===== config.mk =====
export PLATFORM = sky130hd
export DESIGN_NAME = rgm_div
export DESIGN_NICKNAME = d
export VERILOG_FILES = /design/src/sv/rgm_div.sv
export SDC_FILE = /design/constraint.sdc
export NUM_CORES = 1
export LEC_CHECK = 0
export ABC_CLOCK_PERIOD_IN_PS = 3400
export BUFFER_PORTS_ARGS = -buffer_cell sky130_fd_sc_hd__buf_4
export CAP_MARGIN = 10
export CORE_UTILIZATION = 39
export DETAILED_ROUTE_END_ITERATION = 7
export PLACE_DENSITY = 0.67
export SLEW_MARGIN = 20
export SYNTH_ARGS = -nofsm -noshare
export SYNTH_HDL_FRONTEND = slang
export SYNTH_SLANG_ARGS = --single-unit

===== constraint.sdc =====
create_clock -name clk -period 3.4 [get_ports clk]
set_input_delay 0.68 -clock clk [delete_from_list [all_inputs] [get_ports clk]]
set_output_delay 0.68 -clock clk [all_outputs]
set_load 0.05 [all_outputs]

===== src/sv/rgm_div.sv =====
// Restoring divider, one quotient bit per cycle.
module rgm_div #(
	parameter int NUM_W = 56,
	parameter int DEN_W = 42
) (
	input  logic             clk,
	input  logic             arst_n,
	input  logic             start,
	input  logic [NUM_W-1:0] dividend,
	input  logic [DEN_W-1:0] divisor,
	output logic             done,
	output logic [NUM_W-1:0] quotient
);
	localparam int CNT_W = $clog2(NUM_W + 1);

	logic [NUM_W-1:0] num_q;
	logic [DEN_W-1:0] den_q;
	logic [DEN_W-1:0] rem_q;
	logic [CNT_W-1:0] cnt_q;
	logic             run_q;
	logic             done_q;

	logic [DEN_W:0]   rem_sh;
	logic             ge;

	always_comb begin
		rem_sh = {rem_q, num_q[NUM_W-1]};
		ge     = (rem_sh >= {1'b0, den_q});
	end

	always_ff @(posedge clk or negedge arst_n) begin
		if (!arst_n) begin
			run_q  <= 1'b0;
			done_q <= 1'b0;
			cnt_q  <= '0;
		end else begin
			done_q <= 1'b0;
			if (start) begin
				run_q <= 1'b1;
				cnt_q <= CNT_W'(NUM_W);
			end else if (run_q) begin
				cnt_q <= cnt_q - 1'b1;
				if (cnt_q == CNT_W'(1)) begin
					run_q  <= 1'b0;
					done_q <= 1'b1;
				end
			end
		end
	end

	always_ff @(posedge clk) begin
		if (start) begin
			num_q <= dividend;
			den_q <= divisor;
			rem_q <= '0;
		end else if (run_q) begin
			rem_q <= ge ? DEN_W'(rem_sh - {1'b0, den_q}) : rem_sh[DEN_W-1:0];
			num_q <= {num_q[NUM_W-2:0], ge};
		end
	end

	assign done     = done_q;
	assign quotient = num_q;

endmodule


Word level (Yosys, flattened, before mapping) --
Cells that the tools add are included.
Word-level totals: flip-flop bits (word level) 148, latch bits 0, RAM bits 0, ROM bits 0, input bits 101, word-level logic and storage cells 22, memories kept 0
Operators by class: add/sub/neg operators 2, multipliers 0, divide/modulo/power cells 0, $lt $le $gt $ge 1, equality and inequality tests 1, shifts and indexed selects 0, mux-type cells 11, bitwise gates (word level) 0, reduce and logical (&&, ||, !) cells 1
Operator list (count):
- $mux 56 | 2
- $ge 43x42->1 | 1
- $mux 42 | 1
- $sub 42x42->42 | 1
- $mux 6 | 2
- $eq 6x1->1 const B | 1
- $mux 1 | 6
- $sub 6x1->6 const B | 1
- $reduce_bool 2->1 | 1

Logic depth before layout (Yosys ltp) --
depth after elaboration 4, gate-level depth with buffers 15, depth with buffers taken out 12

Worst setup path before layout --
No wires, ideal clock.
kind flip-flop to flip-flop, start point register num_q[55], in the netlist quotient[55], end point register rem_q[32], library setup time 122 ps, arrival time 2904 ps, data required time 3278 ps, setup slack 374 ps, cell stages (with the launch flop) 13, clock period less this slack 3026 ps, cell sequence edfxtp_1 > inv_1 > ha_1 > fa_1 > nor2b_1 > o211a_1 > o21ai_1 > a21boi_0 > o21ai_1 > o21ai_0 > xnor2_1 > nor3_1 > a221o_1
Between the ends: longest elaborated chain between the ends 2
Ends and longest elaborated chain:
- start, declared | RTL line 16 | logic [NUM_W-1:0] num_q;
- start signal, assigned | RTL line 53 | num_q <= dividend;
- start signal, assigned | RTL line 58 | num_q <= {num_q[NUM_W-2:0], ge};
- $sub 42x42->42 / $ge 43x42->1 (equally long branches) | RTL line 57, 28
- $mux 42 (*) | RTL line 57 | rem_q <= ge ? DEN_W'(rem_sh - {1'b0, den_q}) : rem_sh[DEN_W-1:0];
- end signal, assigned | RTL line 57
- end, declared | RTL line 18 | logic [DEN_W-1:0] rem_q;
Mark *: on every way between the ends. The rest lies on a longest branch, timed or not. A chain may end at the register's enable or synchronous reset.

Final worst setup path --
start point register den_q[1], end point register rem_q[31]
Between the ends: longest elaborated chain between the ends 2
Ends and longest elaborated chain:
- start, declared | RTL line 17 | logic [DEN_W-1:0] den_q;
- start signal, assigned | RTL line 54 | den_q <= divisor;
- $sub 42x42->42 / $ge 43x42->1 (equally long branches) | RTL line 57, 28
- $mux 42 (*) | RTL line 57
Marks and branches as above.

==> impl_metrics.json <==
{
  "period_minus_slack_ns": 3.14,
  "cap_violations": 0,
  "placementRows": 53,
  "cellLeakagePower_nw": 4.54,
  "wl_mm": 21.1,
  "core_region_area_mm2": 0.0213,
  "die_area_mm2": 0.0225,
  "fin_tns_setup_ns": 0,
  "vias": 6799,
  "setup_violations": 0,
  "total_power_mw": 5.86,
  "cts.sinks": 148,
  "synth_cell_types": 74,
  "synth_edf_count": 98,
  "root_buffer": "clkbuf_16",
  "clock_latency_ns": 0.44,
  "r2r_slack_ns": 0.26,
  "die_y_um": 150,
  "slew_violations": 0,
  "ys_seq_area_frac": 0.466,
  "min_path_type": "input port to async pin",
  "ant_nets": 0,
  "dieWidth_um": 150,
  "ir_drop_mv": 0.331,
  "drc_errors": 0,
  "cp_top_family": "compound AO/OA/AOI/OAI gates",
  "synth_top_area_share": 0.344,
  "path_max_fanout": 6,
  "final_area_mm2": 0.0106,
  "synth_flop_cell": "edfxtp_1",
  "synth_area_leader_cell": "edfxtp_1",
  "ys.warnings.count": 0,
  "crit_path_frequent_cell": "o31a_1",
  "post_cts_buffers": 0,
  "cts_buffer_depth": 2,
  "worst_ep_arrival_time_ns": 3.45,
  "crit_type": "register to register",
  "globalplace.congestion": 0.902,
  "synthTopCellsByArea": "edfxtp_1 34%, dfxtp_1 9.8%, mux2_2 7.4%",
  "fin_nets": 1122,
  "grt_max_degree": 72,
  "drt-initial-drc-count": 487,
  "reg2reg_depth": 12,
  "cts_buffers": 17,
  "syn_area_mm2": 0.00855,
  "finalHoldViolCount": 0,
  "crit_path_end_kind": "register",
  "portBuffers": 157,
  "syn-num-nets": 969,
  "io_pins": 158,
  "first_pass_iters": 5,
  "grt_pass1_wl_mm": 33.5,
  "critical_path.reg2reg.startpoint": "den_q[1]",
  "drive_above_1_share": 0.282,
  "synth-async-reset-ratio": 0.0541,
  "ys_seq_elements": 148,
  "worst_ep_required_time_ns": 3.71,
  "grt_setup_unrepaired": "false",
  "dpl_cell_area_mm2": 0.0100,
  "cts.clk_slew.worst_paths_ns": 0.07,
  "cp_num_buf_inv": 2,
  "wl_met1_mm": 9.65,
  "synthCells": 823,
  "gr-usage-all-layers": 0.190,
  "hpwl_mm": 15.5,
  "wl_met2_mm": 10.3,
  "crit_chain": "inv_1 > ha_1 > nor2b_1 > o31a_1 > o31ai_4 > nand3b_4 > a41oi_1 > and2_4 > o31a_1 > buf_4 > nor2_1 > a221o_1",
  "route.met3.wl_um": 794,
  "fin_skew_ns": 0.0143,
  "antenna_cells": 0,
  "overflow": 0,
  "max_stage_delay_ns": 0.42,
  "r2r_end": "rem_q[31]",
  "syn2layout_area_growth_pct": 24.5,
  "fmax_ghz": 0.318,
  "ctsHtreeMaxLevel": 4,
  "antenna_found_initial": 0,
  "syn_avg_cell_area_um2": 10.4,
  "final_cell_mix": "171 x buf_4, 98 x edfxtp_1, 84 x nand2_1, 60 x nor2_1, 58 x inv_1",
  "cpMaxStageDelayCell": "edfxtp_1",
  "slew_headroom": 0.532,
  "fin_crit_sh": 0.924,
  "power_density_mw_per_mm2": 550,
  "dr.max_layer_used": "met4",
  "initial_utilization": 0.402,
  "tritoncts": "done",
  "status": "complete, no violations",
  "mostFrequentLayoutCell": "buf_4",
  "first_global_vias": 6649,
  "routedWlPerCell_um": 16.7,
  "critPathLaunchType": "register",
  "tightestPinTransition_ns": 0.701,
  "via_per_inst": 5.38
}
cell families (layout without fill, tap and decap cells):
family | count (synthesis) | after routing | synth area share
compound gates | 211 | 211 | 0.175
xor+xnor | 37 | 37 | 0.0379
buf+inv | 99 | 265 | 0.0496
simple gates | 221 | 221 | 0.125
flops | 148 | 148 | 0.466
fa+ha+maj | 45 | 45 | 0.0667
mux | 62 | 62 | 0.0809
flip-flops by register name, summed over array words and instances (netlist names):
register / flops
rem_q: 42
cnt_q: 6
done: 1
quotient: 56
run_q: 1
den_q: 42
cell usage after synthesis (all sizes together) (3+ instances only):
cell,count
edfxtp,98
nand2,84
nor2,60
inv,59
mux2,57
ha,44
dfxtp,42
o21ai,40
a21oi,36
a311oi,25
a21o,23
buf,22
xnor2,22
clkbuf,18
nand3,16
xor2,15
a31oi,12
o21bai,10
nand4,9
and2,8
dfrtp,8
nor3,8
a211oi,7
a221o,7
nor2b,7
o21a,6
a41oi,5
mux2i,5
nand2b,5
nor3b,5
o211ai,5
o311ai,5
o31ai,5
a21boi,4
a32oi,4
and3,3
nor4,3
o31a,3
or3,3
worst max-delay path by stage:
stage	start	end	slack, ns	depth (start not counted)
floorplan	quotient[55]	rem_q[32]	0.37	12
global placement	den_q[16]	rem_q[21]	0.24	12
detailed placement	den_q[16]	rem_q[21]	0.25	12
CTS	den_q[16]	rem_q[21]	0.21	12
global route	den_q[16]	rem_q[11]	0.007	12
finish	den_q[1]	rem_q[31]	0.26	12
stage by stage:
step | util | std cells | hold slack [ns] | setup WS (ns)
after global routing | 0.500 | 1264 | 0.0476 | 0.00702
after CTS | 0.500 | 1264 | 0.0489 | 0.211
after global placement | 0.472 | 1232 | 0.478 | 0.242
after floorplan | - | 823 | 0.384 | 0.374
after detailed placement | 0.472 | 1232 | 0.486 | 0.253
final | 0.500 | 1264 | 0.0577 | 0.257
routing by layer:
layer / vias up / GRT usage
met2: 151 / 0.314
met5: - / 0
met1: 3270 / 0.249
li1: 3351 / -
met4: 0 / 0.0571
met3: 27 / 0.0412
final cells by class:
| cell class | count | area (um2) |
|---|---|---|
| Clock buffer | 17 | 425 |
| Sequential cell | 148 | 3990 |
| Tap cell | 275 | 344 |
| Inverter | 59 | 221 |
| Multi-Input combinational cell | 576 | 4160 |
| Timing Repair Buffer | 174 | 1340 |
| Fill cell | 1946 | 10600 |
| Clock inverter | 15 | 180 |
repair_timing:
| item | in CTS | in global routing |
|---|---|---|
| setup endpoints to repair | 0 | 6 |
| resized for setup | 0 | 1 |
| hold buffers | 0 | 0 |
power by group:
group          total (mW)  internal [mW]  switching, mW  leakage, nW
combinational        1.72          0.681           1.04         2.81
sequential           2.25           2.13          0.120         1.43
clock                1.89          0.996          0.897        0.292
Power figures use the tool's default switching activity.
