--- src/sv/rgm_sqrt.sv ---
// Iterative integer square root, two operand bits per cycle.
module rgm_sqrt #(
	parameter int SQ_W = 40
) (
	input  logic                    clk,
	input  logic                    arst_n,
	input  logic                    start,
	input  logic [SQ_W-1:0]         operand,
	output logic                    done,
	output logic [(SQ_W+1)/2-1:0]   root
);
	localparam int RT_W  = (SQ_W + 1) / 2;
	localparam int OP_W  = 2 * RT_W;
	localparam int CNT_W = $clog2(RT_W + 1);

	logic [OP_W-1:0]  op_q;
	logic [RT_W:0]    rem_q;
	logic [RT_W-1:0]  root_q;
	logic [CNT_W-1:0] cnt_q;
	logic             run_q;
	logic             done_q;

	logic [RT_W+2:0]  rem_sh;
	logic [RT_W+2:0]  trial;
	logic             ge;

	always_comb begin
		rem_sh = {rem_q, op_q[OP_W-1 -: 2]};
		trial  = {1'b0, root_q, 2'b01};
		ge     = (rem_sh >= trial);
	end

	always_ff @(posedge clk or negedge arst_n) begin
		if (!arst_n) begin
			run_q  <= 1'b0;
			done_q <= 1'b0;
			cnt_q  <= '0;
		end else begin
			done_q <= 1'b0;
			if (start) begin
				run_q <= 1'b1;
				cnt_q <= CNT_W'(RT_W);
			end else if (run_q) begin
				cnt_q <= cnt_q - 1'b1;
				if (cnt_q == CNT_W'(1)) begin
					run_q  <= 1'b0;
					done_q <= 1'b1;
				end
			end
		end
	end

	always_ff @(posedge clk) begin
		if (start) begin
			op_q   <= OP_W'(operand);
			rem_q  <= '0;
			root_q <= '0;
		end else if (run_q) begin
			op_q   <= {op_q[OP_W-3:0], 2'b00};
			rem_q  <= ge ? (RT_W+1)'(rem_sh - trial) : rem_sh[RT_W:0];
			root_q <= {root_q[RT_W-2:0], ge};
		end
	end

	assign done = done_q;
	assign root = root_q;

endmodule

--- config.mk ---
export PLATFORM = sky130hd
export DESIGN_NAME = rgm_sqrt
export DESIGN_NICKNAME = d
export VERILOG_FILES = /design/src/sv/rgm_sqrt.sv
export SDC_FILE = /design/constraint.sdc
export NUM_CORES = 1
export LEC_CHECK = 0
export BUFFER_PORTS_ARGS = -buffer_cell sky130_fd_sc_hd__buf_2
export CAP_MARGIN = 5
export CORE_UTILIZATION = 55
export DETAILED_ROUTE_END_ITERATION = 7
export MAX_ROUTING_LAYER = met4
export PLACE_DENSITY_LB_ADDON = 0.05
export SYNTH_ARGS = -nofsm -noshare
export SYNTH_HDL_FRONTEND = slang
export SYNTH_SLANG_ARGS = --single-unit
--- constraint.sdc ---
create_clock -name clk -period 4.7 [get_ports clk]
set_input_delay 0.235 -clock clk [delete_from_list [all_inputs] [get_ports clk]]
set_output_delay 0.235 -clock clk [all_outputs]
set_load 0.03 [all_outputs]
# Yosys cells after proc, flatten, opt, wreduce, memory -nomap -nowiden
# Cells that the tools add are included.
# word_totals
register_bits	88
latch_bits	0
ram_bits	0
romBits	0
input_bits	43
output_inout_bits	21
elab_cells	22
memories	0
# op_classes
addsub	2
mul	0
div_mod_pow	0
n_lt_le_gt_ge	1
eq_ne	1
shift	0
n_mux	11
bitwise_logic	0
n_reduce_logical	1
# op_table
cell	count
2-to-1 mux 40 bit	2
greater-or-equal comparator 23 x 22 -> 1 bit	1
2-to-1 mux 21 bit	1
subtractor 21 bit	1
2-to-1 mux 5 bit	2
2-to-1 mux 1 bit	6
== test 5 x 1 -> 1 bit (second input constant)	1
subtractor 5 x 1 -> 5 bit (second input constant)	1
nonzero test 2 bit	1

# Longest topological paths before layout
# depth
depth_word	4
mapped_depth	12
depth_no_buf	10

# Worst setup path before layout
# Ideal clock, no wire load.
# synth_timing
path_type	flip-flop to flip-flop
from	register root_q[3], in the netlist root[3]
to	register rem_q[1]
setup_ns	0.079
arrival_ns	2.471
required_ns	4.621
setup_slack_ns	2.149
path_stages_with_launch	10
path_buffers	0
period_less_slack_ns	2.551
cell_sequence	dfxtp_1 > inv_1 > ha_1 > or2_1 > a21oi_2 > a31oi_4 > a211oi_4 > a32oi_4 > mux2_4 > a211oi_2
# synth_between
elab_chain_cells	2
# synth_lines
item	line_no	text
from (decl)	18	logic [RT_W-1:0] root_q;
from (signal assigned)	61	root_q <= {root_q[RT_W-2:0], ge};
greater-or-equal comparator 23 x 22 -> 1 bit	30	ge = (rem_sh >= trial);
2-to-1 mux 21 bit	60	rem_q <= ge ? (RT_W+1)'(rem_sh - trial) : rem_sh[RT_W:0];
to (signal assigned)	60	
to (decl)	17	logic [RT_W:0] rem_q;
# No other way between the ends.
# A chain may end at the register's enable or synchronous reset.

# Worst setup path in the final report
# layout_timing
from	register root_q[0], in the netlist root[0]
to	register rem_q[1]
# Same word-level chain as after synthesis.

==> flow_summary_export.csv <==
group,metric,value,unit
run_status,status,"completed",
yosys,synth_fa_ha_area_share,6.30,%
floorplan,dieWidth,95.1,um
hold_path,worstHoldPathType,"in -> reg",
yosys,synth-edff-count,40,
pwr,leakagePower,2.35,nW
routing,wl_per_cell,14.2,um
yosys,syn_area,4760,um2
floorplan,start_util,57.4,%
timing,worst_slack,1.59,ns
yosys,synth_compound_area_share,11.6,%
floorplan,dieArea,9040,um2
yosys,synth_ff_type,"dfxtp_1",
cts,cts_sinks,88,
worst_setup_path,cp_data_arrival_time,3.39,ns
placed_design,port_buffers,63,
cells_and_area,n_antenna_cell,0,
timing,skew,0.00923,ns
yosys,synth_mux_area_share,17.1,%
worst_setup_path,worstSetupStartpointType,"flop",
grt,grt_usage,20.6,%
routing,vias,3304,
yosys,yosysUniqueCellTypes,59,
floorplan,ios,64,
timing,hold_viol,0,
pwr,seq_power_share,32.5,%
yosys,synthSimpleGateAreaFrac,10.6,%
cells_and_area,fillers,700,
cells_and_area,fin_util,64.3,%
pwr,switching_share,38.2,%
worst_setup_path,required,4.98,ns
timing,setup_tns,0,ns
cells_and_area,area_growth,12.1,%
placed_design,hpwl,5.92,mm
yosys,synth_top_area_share,25.2,%
yosys,synth-async-reset-ratio,7.95,%
placed_design,place_congestion,0.853,
cts,post-cts-setup-buffers,0,
placed_design,place_ws,1.60,ns
yosys,ys_warn_count,0,
yosys,synth_cells,438,
grt,grt_max_degree,81,
timing,max_freq,0.321,GHz
cts,numCtsBuffers,9,
cts,cts_tree,"built",
yosys,synth_area_leaders,"edfxtp_1 (25%), dfxtp_1 (17%), mux2_2 (9.0%)",
timing,rsz0062_at_grt,"false",
cells_and_area,final_layout_size_suffix_gt1_share,27.6,%
routing,postRouteAntennaNets,0,
floorplan,dieHeight,95.1,um
timing,fin_crit,3.11,ns
grt,antenna_found_initial,0,
cts,cts_buffer_depth,2,
timing,fin_hold_ws,0.151,ns
timing,slew_violations,0,
pwr,power.switching,1.18,mW
worst_setup_path,cp_max_fo,24,
pwr,powerDensity,578,nW/um2
cells_and_area,regArea,2200,um2
yosys,syn_avg_cell_area,10.9,um2
routing,drt_iter0_drc,85,
cts,insertion_delay,0.36,ns
floorplan,core-area,8300,um2
routing,routed_wl,8.61,mm
pwr,power_frac_clock,17.6,%
yosys,synth_most_common_cell,"nor2_1",
yosys,ys_ff_latch,88,
cells_and_area,nNetsFinal,562,
grt,grt_overflow,0,
cells_and_area,multi_input_area,2350,um2
floorplan,std_cell_rows,33,
cts,cts_htree_levels,3,
grt,grt_pass1_vias,3265,
timing,worstMarginPinSlew,1.12,ns
pwr,p_int,1.90,mW
grt,grt_pass1_wl,14.2,mm
timing,min_period_over_period,66.3,%
yosys,synth_nets,505,
worst_setup_path,worstSetupPathType,"reg -> reg",
routing,firstDrtPassIters,4,
pwr,power_frac_comb,49.9,%
timing,setup_viol,0,
cts,clkSlewWorstSetupHoldPaths,0.09,ns
cts,cts_root_buffer,"clkbuf_8",
yosys,synth_top_family_by_area,"multiplexers",
yosys,synth-xor-area-share,3.86,%
routing,viasPerCell,5.46,
yosys,synth_top_cells_by_count,"nor2_1 (51), dfxtp_1 (41), edfxtp_1 (40)",
pwr,peakVddDrop,0.000271,V
worst_setup_path,end_kind,"flop",
routing,route.detailed.drc,0,
timing,slew_headroom,25.6,%
yosys,yosysTopAreaCell,"edfxtp_1",
yosys,ys_seq_area_share,46.1,%
run,cap_viol_max_count,0,
## cells by family after synthesis
family	Yosys count
XOR/XNOR	21
buffers and inverters	49
flip-flops	88
AND/OR/NAND/NOR	104
multiplexers	76
adder cells (fa/ha/maj)	24
AO/OA/AOI/OAI	76
## sequential cells by signal (all words and copies together) (netlist names)
| signal | cells |
|---|---|
| root | 20 |
| done | 1 |
| op_q | 40 |
| run_q | 1 |
| rem_q | 21 |
| cnt_q | 5 |
## critical path: stages, from the launching register on
cell      delay, ns
dfxtp_1        0.40
inv_1          0.06
ha_1           0.34
o21a_1         0.18
o211ai_2       0.13
a31oi_4        0.28
a211oi_4       0.13
a32oi_4        0.93
mux2_4         0.36
a211oi_2       0.21
## layout by cell type (no fill, tap or decap), types with 3 or more instances in the layout
cell       n
o22ai_1    3
dfxtp_1   41
a21oi_2    3
nor2b_1    3
inv_1     28
or2_2      3
nand2_1   17
a211oi_1  12
clkbuf_8   9
buf_2     63
a31oi_1    4
edfxtp_1  40
ha_1      24
o21a_1     3
a21oi_1   15
dfrtp_1    6
o21ai_0   16
buf_4      3
xnor2_1   13
nand3_1    3
nor2_1    51
mux2i_1   37
a21o_1     5
nand2b_1   4
xor2_1     8
nor3_1     4
mux2_2    38
## stage by stage
stage	cell area, um2	total power [mW]	instances
floorplan	4760	2.33	438
CTS	5340	3.11	605
global placement	5130	2.53	588
finish	5340	3.08	605
detailed placement	5130	2.55	588
global route	5340	3.29	605
## layout make-up
class | count | area share [%]
multi-input cells | 301 | 44.1
repair buffers | 67 | 6.52
flip-flops and latches | 88 | 41.2
well taps | 105 | 2.46
clock buffers | 9 | 2.32
inverters | 28 | 1.97
clock inverters | 7 | 1.45
## power by group through the flow
stage / registers (mW) / logic, mW / clock network (mW)
floorplan: 1.01 / 1.32 / 0
global placement: 1.02 / 1.51 / 0
detailed placement: 1.02 / 1.53 / 0
CTS: 1.00 / 1.55 / 0.554
global route: 1.02 / 1.69 / 0.575
finish: 1.00 / 1.54 / 0.541
## routing by layer
layer / up-vias / part of all wire, % / track usage (%)
li1: 1679 / - / -
met1: 1559 / 46 / 23.5
met2: 51 / 49 / 35.4
met3: 15 / 3.1 / 3.99
met4: 0 / 2.0 / 8.33
met5: - / 0 / -
## timing repair
| action | 4_1_cts | 5_1_grt |
|---|---|---|
| hold endpoints to repair | 7 | 0 |
| hold buffers | 1 | 0 |
| gates resized for setup | 0 | 0 |
| setup endpoints to repair | 0 | 0 |
## worst paths after layout
path | start | to | slack [ns] | depth (start not counted)
min reg2reg | rem_q[19]$_SDFFE_PP0P_ | rem_q[19]$_SDFFE_PP0P_ | 0.47 | 2
max reg2reg | root[0]$_SDFFE_PP0P_ | rem_q[1]$_SDFFE_PP0P_ | 1.59 | 9
min in group asynchronous | arst_n | cnt_q[0]$_DFFE_PN0P_ | 0.23 | 2
max in group asynchronous | arst_n | run_q$_DFF_PN0_ | 4.30 | 2
max | root[0]$_SDFFE_PP0P_ | rem_q[1]$_SDFFE_PP0P_ | 1.59 | 9
min | operand[1] | op_q[1]$_SDFFCE_PN0P_ | 0.15 | 2
Power figures use the tool's default switching activity.
